## config.mk

```make
export PLATFORM = sky130hd
export DESIGN_NAME = multi_byte_delimiter_framer
export DESIGN_NICKNAME = d
export VERILOG_FILES = /design/src/hw/rtl/mbdf_pkg.sv /design/src/hw/rtl/mbdf_cfg.sv /design/src/hw/rtl/mbdf_frame.sv /design/src/hw/rtl/multi_byte_delimiter_framer.sv
export SDC_FILE = /design/constraint.sdc
export NUM_CORES = 1
export LEC_CHECK = 0
export ABC_AREA = 0
export BUFFER_PORTS_ARGS = -buffer_cell sky130_fd_sc_hd__buf_2
export CORE_MARGIN = 5
export CORE_UTILIZATION = 50
export DETAILED_ROUTE_END_ITERATION = 12
export PLACE_DENSITY_LB_ADDON = 0.15
export RECOVER_POWER = 50
export SLEW_MARGIN = 10
export SYNTH_ARGS = -nofsm -noshare
export SYNTH_HDL_FRONTEND = slang
export SYNTH_SLANG_ARGS = --single-unit
```

## constraint.sdc

```tcl
create_clock -name clk -period 2.8 [get_ports clk]
set_input_delay 0.28 -clock clk [delete_from_list [all_inputs] [get_ports clk]]
set_output_delay 0.28 -clock clk [all_outputs]
set_load 0.03 [all_outputs]
```

## src/hw/rtl/mbdf_pkg.sv

```systemverilog
// ----------------------------------------------------------------------------
// mbdf_pkg
// Shared types and constants for the multi-byte delimiter framer.
// ----------------------------------------------------------------------------
`default_nettype none

package mbdf_pkg;

	// Default sizing
	localparam int unsigned MAX_FRAME_DEF     = 4096;
	localparam int unsigned MAX_DELIMITER_DEF = 8;

	// Fixed field widths
	localparam int unsigned BYTE_W      = 8;
	localparam int unsigned DELIM_W     = 64;
	localparam int unsigned DLEN_W      = 4;
	localparam int unsigned FLEN_W      = 13;
	localparam int unsigned CFG_INDEX_W = 2;

	// Register reset values
	localparam logic [DELIM_W-1:0] DELIM_RESET = 64'd10;
	localparam logic [DLEN_W-1:0]  DLEN_RESET  = 4'd1;

	// Register indexes on the config port
	typedef enum logic [CFG_INDEX_W-1:0] {
		REG_DELIM_BYTES  = 2'd0,
		REG_DELIM_LENGTH = 2'd1
	} reg_index_t;

	// Current register contents
	typedef struct packed {
		logic [DELIM_W-1:0] delim_bytes;
		logic [DLEN_W-1:0]  delim_len;
	} cfg_t;

	// Frame decision for one byte
	typedef struct packed {
		logic              last;
		logic              ovf;
		logic [FLEN_W-1:0] length;
	} frame_res_t;

endpackage

`default_nettype wire

```

## src/hw/rtl/mbdf_cfg.sv

```systemverilog
// ----------------------------------------------------------------------------
// mbdf_cfg
// Configuration register file: delimiter sequence and delimiter length.
// ----------------------------------------------------------------------------
`default_nettype none

module mbdf_cfg (
	input  wire logic                                clk,
	input  wire logic                                arst_n,
	input  wire logic                                cfg_valid,
	output logic                                     cfg_ready,
	input  wire logic [mbdf_pkg::CFG_INDEX_W-1:0]    cfg_index,
	input  wire logic [mbdf_pkg::DELIM_W-1:0]        cfg_data,
	output mbdf_pkg::cfg_t                           cfg
);

	mbdf_pkg::cfg_t cfg_q;

	// Writes are always taken
	assign cfg_ready = 1'b1;
	assign cfg       = cfg_q;

	// Register writes; unknown indexes are dropped
	always_ff @(posedge clk or negedge arst_n) begin
		if (!arst_n) begin
			cfg_q.delim_bytes <= mbdf_pkg::DELIM_RESET;
			cfg_q.delim_len   <= mbdf_pkg::DLEN_RESET;
		end else if (cfg_valid) begin
			unique case (mbdf_pkg::reg_index_t'(cfg_index))
				mbdf_pkg::REG_DELIM_BYTES: begin
					cfg_q.delim_bytes <= cfg_data;
				end
				mbdf_pkg::REG_DELIM_LENGTH: begin
					cfg_q.delim_len <= cfg_data[mbdf_pkg::DLEN_W-1:0];
				end
				default: begin
				end
			endcase
		end
	end

endmodule

`default_nettype wire

```

## src/hw/rtl/mbdf_frame.sv

```systemverilog
// ----------------------------------------------------------------------------
// mbdf_frame
// Frame state (byte history, frame count) and the per-byte delimiter match.
// ----------------------------------------------------------------------------
`default_nettype none

module mbdf_frame #(
	parameter int unsigned MAX_FRAME     = mbdf_pkg::MAX_FRAME_DEF,
	parameter int unsigned MAX_DELIMITER = mbdf_pkg::MAX_DELIMITER_DEF
) (
	input  wire logic                          clk,
	input  wire logic                          arst_n,
	input  wire logic                          advance,
	input  wire logic [mbdf_pkg::BYTE_W-1:0]   byte_s1,
	input  mbdf_pkg::cfg_t                     cfg,
	output mbdf_pkg::frame_res_t               res
);

	localparam int unsigned HIST_W = MAX_DELIMITER * mbdf_pkg::BYTE_W;
	localparam int unsigned CNT_W  = $clog2(MAX_FRAME + 1);

	logic [HIST_W-1:0]                   hist_q;
	logic [CNT_W-1:0]                    count_q;
	logic [HIST_W-1:0]                   hist_nxt;
	logic [CNT_W-1:0]                    count_nxt;
	logic [mbdf_pkg::DLEN_W-1:0]         eff_len;
	logic [MAX_DELIMITER-1:0]            hit_vec;
	logic                                hit;
	logic                                ovf;
	logic [CNT_W+mbdf_pkg::FLEN_W-1:0]   count_ext;

	// Clamp length to 1..MAX_DELIMITER
	always_comb begin
		eff_len = cfg.delim_len;
		if (eff_len == '0) begin
			eff_len = mbdf_pkg::DLEN_W'(1);
		end
		if (eff_len > mbdf_pkg::DLEN_W'(MAX_DELIMITER)) begin
			eff_len = mbdf_pkg::DLEN_W'(MAX_DELIMITER);
		end
	end

	// History with the new byte shifted in, newest byte at the bottom
	assign hist_nxt  = (hist_q << mbdf_pkg::BYTE_W) | HIST_W'(byte_s1);
	assign count_nxt = count_q + CNT_W'(1);

	// One comparator set per candidate length; delimiter byte 0 is oldest
	always_comb begin
		hit_vec = '0;
		for (int l = 1; l <= int'(MAX_DELIMITER); l++) begin
			hit_vec[l-1] = 1'b1;
			for (int i = 0; i < l; i++) begin
				if (cfg.delim_bytes[8*i +: 8] != hist_nxt[8*(l-1-i) +: 8]) begin
					hit_vec[l-1] = 1'b0;
				end
			end
		end
	end

	// Pick the active length; the frame must already hold that many bytes
	always_comb begin
		hit = 1'b0;
		for (int l = 1; l <= int'(MAX_DELIMITER); l++) begin
			if (eff_len == mbdf_pkg::DLEN_W'(l)) begin
				hit = hit_vec[l-1];
			end
		end
		hit = hit && (count_nxt >= CNT_W'(eff_len));
	end

	assign ovf       = !hit && (count_nxt >= CNT_W'(MAX_FRAME));
	assign count_ext = (CNT_W + mbdf_pkg::FLEN_W)'(count_nxt);

	assign res.last   = hit || ovf;
	assign res.ovf    = ovf;
	assign res.length = count_ext[mbdf_pkg::FLEN_W-1:0];

	// State update when the byte moves to the output register
	always_ff @(posedge clk or negedge arst_n) begin
		if (!arst_n) begin
			hist_q  <= '0;
			count_q <= '0;
		end else if (advance) begin
			hist_q  <= hist_nxt;
			count_q <= res.last ? '0 : count_nxt;
		end
	end

endmodule

`default_nettype wire

```

## src/hw/rtl/multi_byte_delimiter_framer.sv

```systemverilog
// ----------------------------------------------------------------------------
// multi_byte_delimiter_framer
// Cuts a byte stream into frames ended by a configurable 1..8 byte delimiter.
// ----------------------------------------------------------------------------
// Input channel: in_valid / in_stall with data_byte, one byte per word.
// Output channel: out_valid / out_stall with byte_out, frame_last,
// frame_length and overflow; one output word per input word, in order.
// Config channel: cfg_valid / cfg_ready (always ready), cfg_index selects
// delimiter_bytes (0) or delimiter_length (1); other indexes are ignored.
// Write config only while no word is in flight.
// Path: an accepted byte lands in the input register, then moves with its
// frame decision into the output register once that is free.
// Throughput: one byte per cycle while the output is not stalled; the
// match is a parallel compare over the byte history, one comparator set
// per delimiter length.
// Reset: clears history, frame count and both valid flags; the delimiter
// becomes a single line feed.
// Stall: a stalled output word holds; the input register still fills once,
// then in_stall rises until the output word is taken.
// ----------------------------------------------------------------------------
`default_nettype none

module multi_byte_delimiter_framer #(
	parameter int unsigned MAX_FRAME     = mbdf_pkg::MAX_FRAME_DEF,
	parameter int unsigned MAX_DELIMITER = mbdf_pkg::MAX_DELIMITER_DEF
) (
	input  wire logic                               clk,
	input  wire logic                               arst_n,
	// input bytes
	input  wire logic                               in_valid,
	output logic                                    in_stall,
	input  wire logic [mbdf_pkg::BYTE_W-1:0]        data_byte,
	// framed bytes
	output logic                                    out_valid,
	input  wire logic                               out_stall,
	output logic [mbdf_pkg::BYTE_W-1:0]             byte_out,
	output logic                                    frame_last,
	output logic [mbdf_pkg::FLEN_W-1:0]             frame_length,
	output logic                                    overflow,
	// config writes
	input  wire logic                               cfg_valid,
	output logic                                    cfg_ready,
	input  wire logic [mbdf_pkg::CFG_INDEX_W-1:0]   cfg_index,
	input  wire logic [mbdf_pkg::DELIM_W-1:0]       cfg_data
);

	mbdf_pkg::cfg_t                  cfg;
	mbdf_pkg::frame_res_t            res;
	logic                            valid_s1;
	logic [mbdf_pkg::BYTE_W-1:0]     byte_s1;
	logic                            out_valid_q;
	logic                            out_free;
	logic                            advance;
	logic                            in_take;

	mbdf_cfg u_cfg (
		.clk       (clk),
		.arst_n    (arst_n),
		.cfg_valid (cfg_valid),
		.cfg_ready (cfg_ready),
		.cfg_index (cfg_index),
		.cfg_data  (cfg_data),
		.cfg       (cfg)
	);

	mbdf_frame #(
		.MAX_FRAME     (MAX_FRAME),
		.MAX_DELIMITER (MAX_DELIMITER)
	) u_frame (
		.clk     (clk),
		.arst_n  (arst_n),
		.advance (advance),
		.byte_s1 (byte_s1),
		.cfg     (cfg),
		.res     (res)
	);

	// Handshake glue
	assign out_free  = !out_valid_q || !out_stall;
	assign advance   = valid_s1 && out_free;
	assign in_stall  = valid_s1 && !out_free;
	assign in_take   = in_valid && !in_stall;
	assign out_valid = out_valid_q;

	// Input register
	always_ff @(posedge clk or negedge arst_n) begin
		if (!arst_n) begin
			valid_s1 <= 1'b0;
		end else if (in_take) begin
			valid_s1 <= 1'b1;
		end else if (advance) begin
			valid_s1 <= 1'b0;
		end
	end

	always_ff @(posedge clk) begin
		if (in_take) begin
			byte_s1 <= data_byte;
		end
	end

	// Result register
	always_ff @(posedge clk or negedge arst_n) begin
		if (!arst_n) begin
			out_valid_q <= 1'b0;
		end else if (advance) begin
			out_valid_q <= 1'b1;
		end else if (!out_stall) begin
			out_valid_q <= 1'b0;
		end
	end

	always_ff @(posedge clk) begin
		if (advance) begin
			byte_out     <= byte_s1;
			frame_last   <= res.last;
			frame_length <= res.length;
			overflow     <= res.ovf;
		end
	end

endmodule

`default_nettype wire
```

==> flow_metrics.env, run 1 <==
export IMPL_syn_inst=1022
export IMPL_path_cells="xor2_1 > a211o_1 > nor4_1 > nand4_1 > nor4_1 > nor3_2 > nor3_1 > nor3_1"
export IMPL_areaGrowthSynthToFinish_pct=14.10
export IMPL_seq_area_frac_synth=0.4342
export IMPL_p_total_mw=9.711
export IMPL_tightest_slew_ns=1.790
export IMPL_async_flop_share=0.8176
export IMPL_hp_class="in2reg"
export IMPL_grt_pass1_wl_um=51690
export IMPL_cp_start_kind="flop"
export IMPL_clock_sinks=170
export IMPL_rows=52
export IMPL_gr_usage_all_layers=0.2944
export IMPL_syn_area_um2=10160
export IMPL_antenna_found_initial=0
export IMPL_synth_warnings=0
export IMPL_synth_seq_cells=170
export IMPL_leakage_nw=4.837
export IMPL_clkTransAtPathRegs_ns=0.07
export IMPL_grt_pass1_vias=7998
export IMPL_drv_slew=69
export IMPL_skew_ns=0.01008
export IMPL_clockBufferDepth=2
export IMPL_die_area_um2=23280
export IMPL_drt_antenna_violating_nets=0
export IMPL_ir_worst_vdd_mv=0.4327
export IMPL_wl_um=34090
export IMPL_critPathArrivalTime_ns=3.02
export IMPL_portBuffers=103
export IMPL_worst_setup_path_end_kind="flop"
export IMPL_avgSynthCellArea_um2=9.945
export IMPL_synth_edf_count=31
export IMPL_ios=105
export IMPL_htree_levels=4
export IMPL_die_w_um=152.6
export IMPL_viasPerCell=5.670
export IMPL_core_area_um2=20100
export IMPL_finish_net_count=1173
export IMPL_dp_hpwl_um=25330
export IMPL_synth_nets=1106
export IMPL_cts_tree="done"
export IMPL_cts_buffers=17
export IMPL_gp_congestion=1.049
export IMPL_power_density_nw_per_um2=837.4
export IMPL_first_iter_violations=556
export IMPL_slowest_stage="dfrtp_1"
export IMPL_firstDrtPassIters=5
export IMPL_vias=7779
export IMPL_drc_errors=0
export IMPL_clk_latency_ns=0.44
export IMPL_status="finished with violations"
export IMPL_diodes=0
export IMPL_post_synth_num_cell_types=51
export IMPL_whs_ns=0.01806
export IMPL_violations="max-capacitance violations, max-slew violations"
export IMPL_grt_max_degree=69
export IMPL_hold_viol_final=0
export IMPL_post_route_util=0.5768
export IMPL_die_h_um=152.6
export IMPL_max_freq_ghz=0.3681
export IMPL_slew_headroom=-0.1932
export IMPL_cp_required_ns=3.11
export IMPL_cp_max_fo=9
export IMPL_grt_overflow=0
export IMPL_drive_gt1_frac=0.2432
export IMPL_crit_type="reg2reg"
export IMPL_finalCritPeriodShare=0.9703
export IMPL_wl_per_cell_um=24.85
export IMPL_slowest_delay_ns=0.78
export IMPL_nFillCells=1716
export IMPL_cts_root_buf="clkbuf_16"
export IMPL_setup_viol=0
export IMPL_fin_crit_ns=2.717
export IMPL_drv_cap=1
export IMPL_start_util=0.5055
export IMPL_rsz0062_at_grt="yes"
export IMPL_synth_ff_type="dfrtp_1"
-- critical path: cells and delay by family (launching register included) --
kind                      cells  cell delay, ns
and+or+nand+nor               6            1.32
xor gates and xnor gates      1            0.20
AOI/OAI and AO/OA             1            0.28
DFF                           1            0.78
-- cell usage in the layout (no fill, tap or decap), drive strengths merged, types with 18 or more instances in the layout --
cell type,n
xnor2,219
nand2,178
buf,145
dfrtp,136
xor2,70
mux2,64
nand4,61
edfxtp,31
inv,30
nor4,27
clkbuf,25
o21ai,18
-- state kept, by name (all words and copies together) (netlist names) --
register         count
u_cfg.cfg           68
u_frame.hist_q      56
frame_length        13
u_frame.count_q     13
byte_out             8
byte_s1              8
frame_last           1
out_valid            1
overflow             1
valid_s1             1
-- Yosys cell counts (7+ instances only) --
master | number | area share
buf_2 | 51 | 0.025
clkbuf_1 | 54 | 0.020
dfrtp_1 | 136 | 0.33
edfxtp_1 | 31 | 0.092
inv_1 | 21 | 0.0078
mux2_2 | 64 | 0.071
nand2_1 | 178 | 0.066
nand3_1 | 12 | 0.0059
nand4_1 | 61 | 0.038
nor2_1 | 7 | 0.0026
nor3_1 | 8 | 0.0039
nor4_1 | 25 | 0.015
o21ai_0 | 17 | 0.0084
xnor2_1 | 219 | 0.19
xor2_1 | 68 | 0.059
-- worst paths after layout --
kind	slack [ns]	end	cells past startpoint	start
max	0.08	u_frame.count_q[6]	8	u_frame.hist_q[5]
min	0.02	byte_s1[2]	1	data_byte[2]
max reg2reg	0.08	u_frame.count_q[6]	8	u_frame.hist_q[5]
min reg2reg	0.51	u_frame.hist_q[55]	2	u_frame.hist_q[55]
max in group asynchronous	0.66	u_cfg.cfg[10]	3	arst_n
min in group asynchronous	0.67	u_frame.hist_q[11]	2	arst_n
-- metal layers --
layer | routed length, um | up-vias | global-route usage
met5 | 0 | - | 0.008282
met4 | 1287 | 0 | 0.1065
met3 | 2624 | 81 | 0.06617
met2 | 14920 | 373 | 0.4400
met1 | 15250 | 3838 | 0.4213
li1 | - | 3487 | -
-- cells by family after synthesis --
group           Yosys count  synth area share
compound gates           42           0.02856
other cells               1         0.0003690
buf+inv                 133           0.05724
simple gates            318            0.1520
mux                      64           0.07091
fa+ha+maj                 5          0.006155
flops                   170            0.4342
xor+xnor                289            0.2505
-- power by group --
part           switching, mW  internal (mW)  leakage, nW  total, mW
Combinational           1.52           1.51         2.51       3.04
Clock                   1.20           1.30        0.305       2.50
Sequential              1.19           2.99         2.03       4.18
-- stage by stage --
step                cells  area, um^2  setup WS (ns)  TNS [ns]
floorplan            1022       10160         0.6458         0
detailed placement   1331       10920         0.1478         0
global placement     1331       10920         0.1423         0
CTS                  1369       11610        0.05578         0
global route         1372       11600       -0.05263   -0.2275
finish               1372       11600        0.08305         0
-- area by class of cell --
type / count / area [um^2] / share of cell area
repair buffers: 159 / 950.9 / 0.08200
flip-flops and latches: 170 / 4417 / 0.3809
multi-input cells: 719 / 5182 / 0.4469
well taps: 270 / 337.8 / 0.02913
clock inverters: 15 / 200.2 / 0.01726
clock buffers: 17 / 425.4 / 0.03669
inverters: 22 / 82.58 / 0.007121
-- timing repair --
action                                  4_1_cts  5_1_grt
setup buffers                                 0        3
hold buffers                                  6        0
endpoints found under the setup margin        0       10
endpoints found under the hold margin        56        0
gates resized for setup                       0        5
Power figures use the tool's default switching activity.
==> run 2: changes to the inputs <==
--- a/config.mk
+++ b/config.mk
@@ -7,12 +7,11 @@
 export LEC_CHECK = 0
 export ABC_AREA = 0
 export BUFFER_PORTS_ARGS = -buffer_cell sky130_fd_sc_hd__buf_2
-export CORE_MARGIN = 5
 export CORE_UTILIZATION = 50
 export DETAILED_ROUTE_END_ITERATION = 12
 export PLACE_DENSITY_LB_ADDON = 0.15
 export RECOVER_POWER = 50
-export SLEW_MARGIN = 10
+export SLEW_MARGIN = 20
 export SYNTH_ARGS = -nofsm -noshare
 export SYNTH_HDL_FRONTEND = slang
 export SYNTH_SLANG_ARGS = --single-unit
==> constraint.sdc (replaced) <==
create_clock -name clk -period 3.1 [get_ports clk]
set_input_delay 0.31 -clock clk [delete_from_list [all_inputs] [get_ports clk]]
set_output_delay 0.31 -clock clk [all_outputs]
set_load 0.03 [all_outputs]
==> run 2 against run 1 <==
Against the previous run: the run still ends with max-capacitance violations, max-slew violations left; die area decreased by 10%; global-route usage increased by 4.3 points; register-to-register slack improved by 0.31 ns; core utilization decreased by 0.68 points; sequential share of layout area increased by 1.2 points; flip-flop and latch count unchanged; clock power decreased by 15%; via count decreased by 0.62%; sequential power decreased by 5.7%; critical path type unchanged; critical endpoint is now u_frame.count_q[1]; largest power group unchanged.
==> flow_metrics.env, run 2 (synthesis gave the netlist of run 1 again) <==
export IMPL_status="finished with violations"
export IMPL_violations="max-capacitance violations, max-slew violations"
export IMPL_grt_max_degree=69
export IMPL_antenna_found_initial=0
export IMPL_crit_type="reg2reg"
export IMPL_largest_register_ffs=68
export IMPL_path_cells="nor2_1 > nor2_1 > ha_1 > nand2b_1 > a21oi_1 > nor2b_1 > o21ai_0 > nand4_1 > nor4_4 > o21ai_2 > o31ai_2"
export IMPL_worstReg2RegStart="u_cfg.cfg[0]"
export IMPL_startpoint="u_cfg.cfg[0]"
export IMPL_skew_ns=0.009225
export IMPL_drt_antenna_violating_nets=0
export IMPL_path_common_cell="nor2_1"
export IMPL_gp_congestion=1.020
export IMPL_cts_buffers=17
export IMPL_cp_required_ns=3.45
export IMPL_leakage_nw=4.635
export IMPL_areaGrowthSynthToFinish_pct=10.59
export IMPL_clk_latency_ns=0.44
export IMPL_portBuffers=103
export IMPL_start_util=0.5155
export IMPL_rows=51
export IMPL_wl_per_cell_um=24.75
export IMPL_die_w_um=144.6
export IMPL_setup_viol=0
export IMPL_cp_top_family="simple AND/OR/NAND/NOR gates"
export IMPL_drv_slew=69
export IMPL_power_density_nw_per_um2=757.7
export IMPL_drive_gt1_frac=0.2164
export IMPL_p_total_mw=8.516
export IMPL_slowest_stage="dfstp_1"
export IMPL_post_layout_nonfiller_instances=1328
export IMPL_final_common_cell="xnor2_1"
export IMPL_fin_crit_ns=2.704
export IMPL_crit_buf_inv=0
export IMPL_diodes=0
export IMPL_firstDrtPassIters=5
export IMPL_finalCritPeriodShare=0.8724
export IMPL_post_place_ws_ns=0.4399
export IMPL_worstSetupPathDepth=11
export IMPL_ctsResizeCount=0
export IMPL_cts_root_buf="clkbuf_16"
export IMPL_worst_setup_path_end_kind="flop"
export IMPL_max_freq_ghz=0.3698
export IMPL_grt_pass1_vias=7384
export IMPL_placedCellCount=1295
export IMPL_grt_pass1_wl_um=49250
export IMPL_swShare=0.4062
export IMPL_seq_power_share=0.463
export IMPL_first_iter_violations=710
export IMPL_wl_um=32870
export IMPL_hold_depth=1
export IMPL_ctsHoldBuffers=1
export IMPL_ir_worst_vdd_mv=0.3709
export IMPL_slowest_delay_ns=0.72
export IMPL_rsz0062_at_grt="no"
export IMPL_tns_ns=0
export IMPL_r2r_cells=11
export IMPL_drc_errors=0
export IMPL_gr_usage_all_layers=0.3376
export IMPL_cts_setup_buffers=0
export IMPL_dp_hpwl_um=23660
export IMPL_grt_overflow=0
export IMPL_hold_viol_final=0
export IMPL_cp_max_fo=6
export IMPL_pwr_share_comb=0.289
export IMPL_finish_net_count=1134
export IMPL_die_area_um2=20900
export IMPL_setup_ws_ns=0.3956
export IMPL_tightest_slew_ns=1.746
export IMPL_viasPerCell=5.822
export IMPL_final_cell_mix="219 x xnor2_1, 177 x nand2_1, 136 x dfrtp_1"
export IMPL_ios=105
export IMPL_p_int_mw=5.056
export IMPL_cp_start_kind="flop"
export IMPL_core_area_um2=19720
export IMPL_drv_cap=1
export IMPL_clockBufferDepth=2
export IMPL_clkTransAtPathRegs_ns=0.08
export IMPL_slew_headroom=-0.1641
export IMPL_critPathArrivalTime_ns=3.05
export IMPL_clock_sinks=170
export IMPL_die_h_um=144.6
export IMPL_clkPwrFrac=0.248
export IMPL_cts_tree="done"
export IMPL_vias=7731
export IMPL_power_switching_mw=3.459
export IMPL_hp_class="in2reg"
export IMPL_worstHoldStart="data_byte[6]"
export IMPL_htree_levels=4
-- run 2: cell types whose count changed in the layout (fill, tap and decap cells not counted), moves of 2 or more --
cell           change
clkinvlp_4         +2
dfrtp_2            -3
clkbuf_4           -2
buf_4             -33
clkinv_8           -2
dlygate4sd3_1      -5
clkbuf_1           -2
dfrtp_1            +3
-- run 2: per-stage QoR --
step | utilization | cell area, um^2 | hold WS, ns
after floorplan | - | 10160 | 0.01441
after global placement | 0.5424 | 10700 | 0.3000
after detailed placement | 0.5424 | 10700 | 0.3013
after CTS | 0.5724 | 11290 | 0.03050
after global routing | 0.5700 | 11240 | 0.02459
final | 0.5700 | 11240 | 0.04074
-- run 2: power groups by stage --
| stage | clock network [mW] | registers, mW | logic, mW |
|---|---|---|---|
| 3_5_place_dp | 0 | 3.92 | 2.43 |
| 4_1_cts | 2.14 | 3.88 | 2.44 |
| 6_report | 2.12 | 3.94 | 2.46 |
| 5_1_grt | 2.22 | 3.95 | 2.69 |
| 2_1_floorplan | 0 | 3.00 | 2.40 |
| 3_3_place_gp | 0 | 3.94 | 2.42 |
-- run 2: cell type report --
type | instances | area (um^2)
tap | 265 | 331.6
fill | 1757 | 8478
inverter | 22 | 82.58
clock inverter | 15 | 155.1
timing repair buffer | 120 | 660.6
clock buffer | 17 | 425.4
multi-input combinational | 719 | 5171
sequential | 170 | 4413
-- run 2: routing by layer --
metal / GRT usage / up-vias / routed length [um]
li1: - / 3408 / -
met1: 0.4830 / 3841 / 14340
met2: 0.4954 / 403 / 14440
met3: 0.05927 / 79 / 2847
met4: 0.1546 / 0 / 1244
met5: 0 / - / 0
-- run 2: final timing paths --
kind                                      end  slack, ns
setup / recovery           u_frame.count_q[1]       0.40
hold / removal                     byte_s1[6]       0.04
setup reg to reg           u_frame.count_q[1]       0.40
hold reg to reg            u_frame.hist_q[55]       0.50
max in group asynchronous  u_frame.hist_q[16]       0.62
min in group asynchronous  u_frame.count_q[8]       0.72
-- run 2: worst reg2reg max path: cells and delay by family (launching register included) --
kind | cells | cell delay, ns
AO/OA/AOI/OAI | 4 | 0.79
adder cells (fa/ha/maj) | 1 | 0.24
flip-flops | 1 | 0.72
AND/OR/NAND/NOR | 6 | 0.88
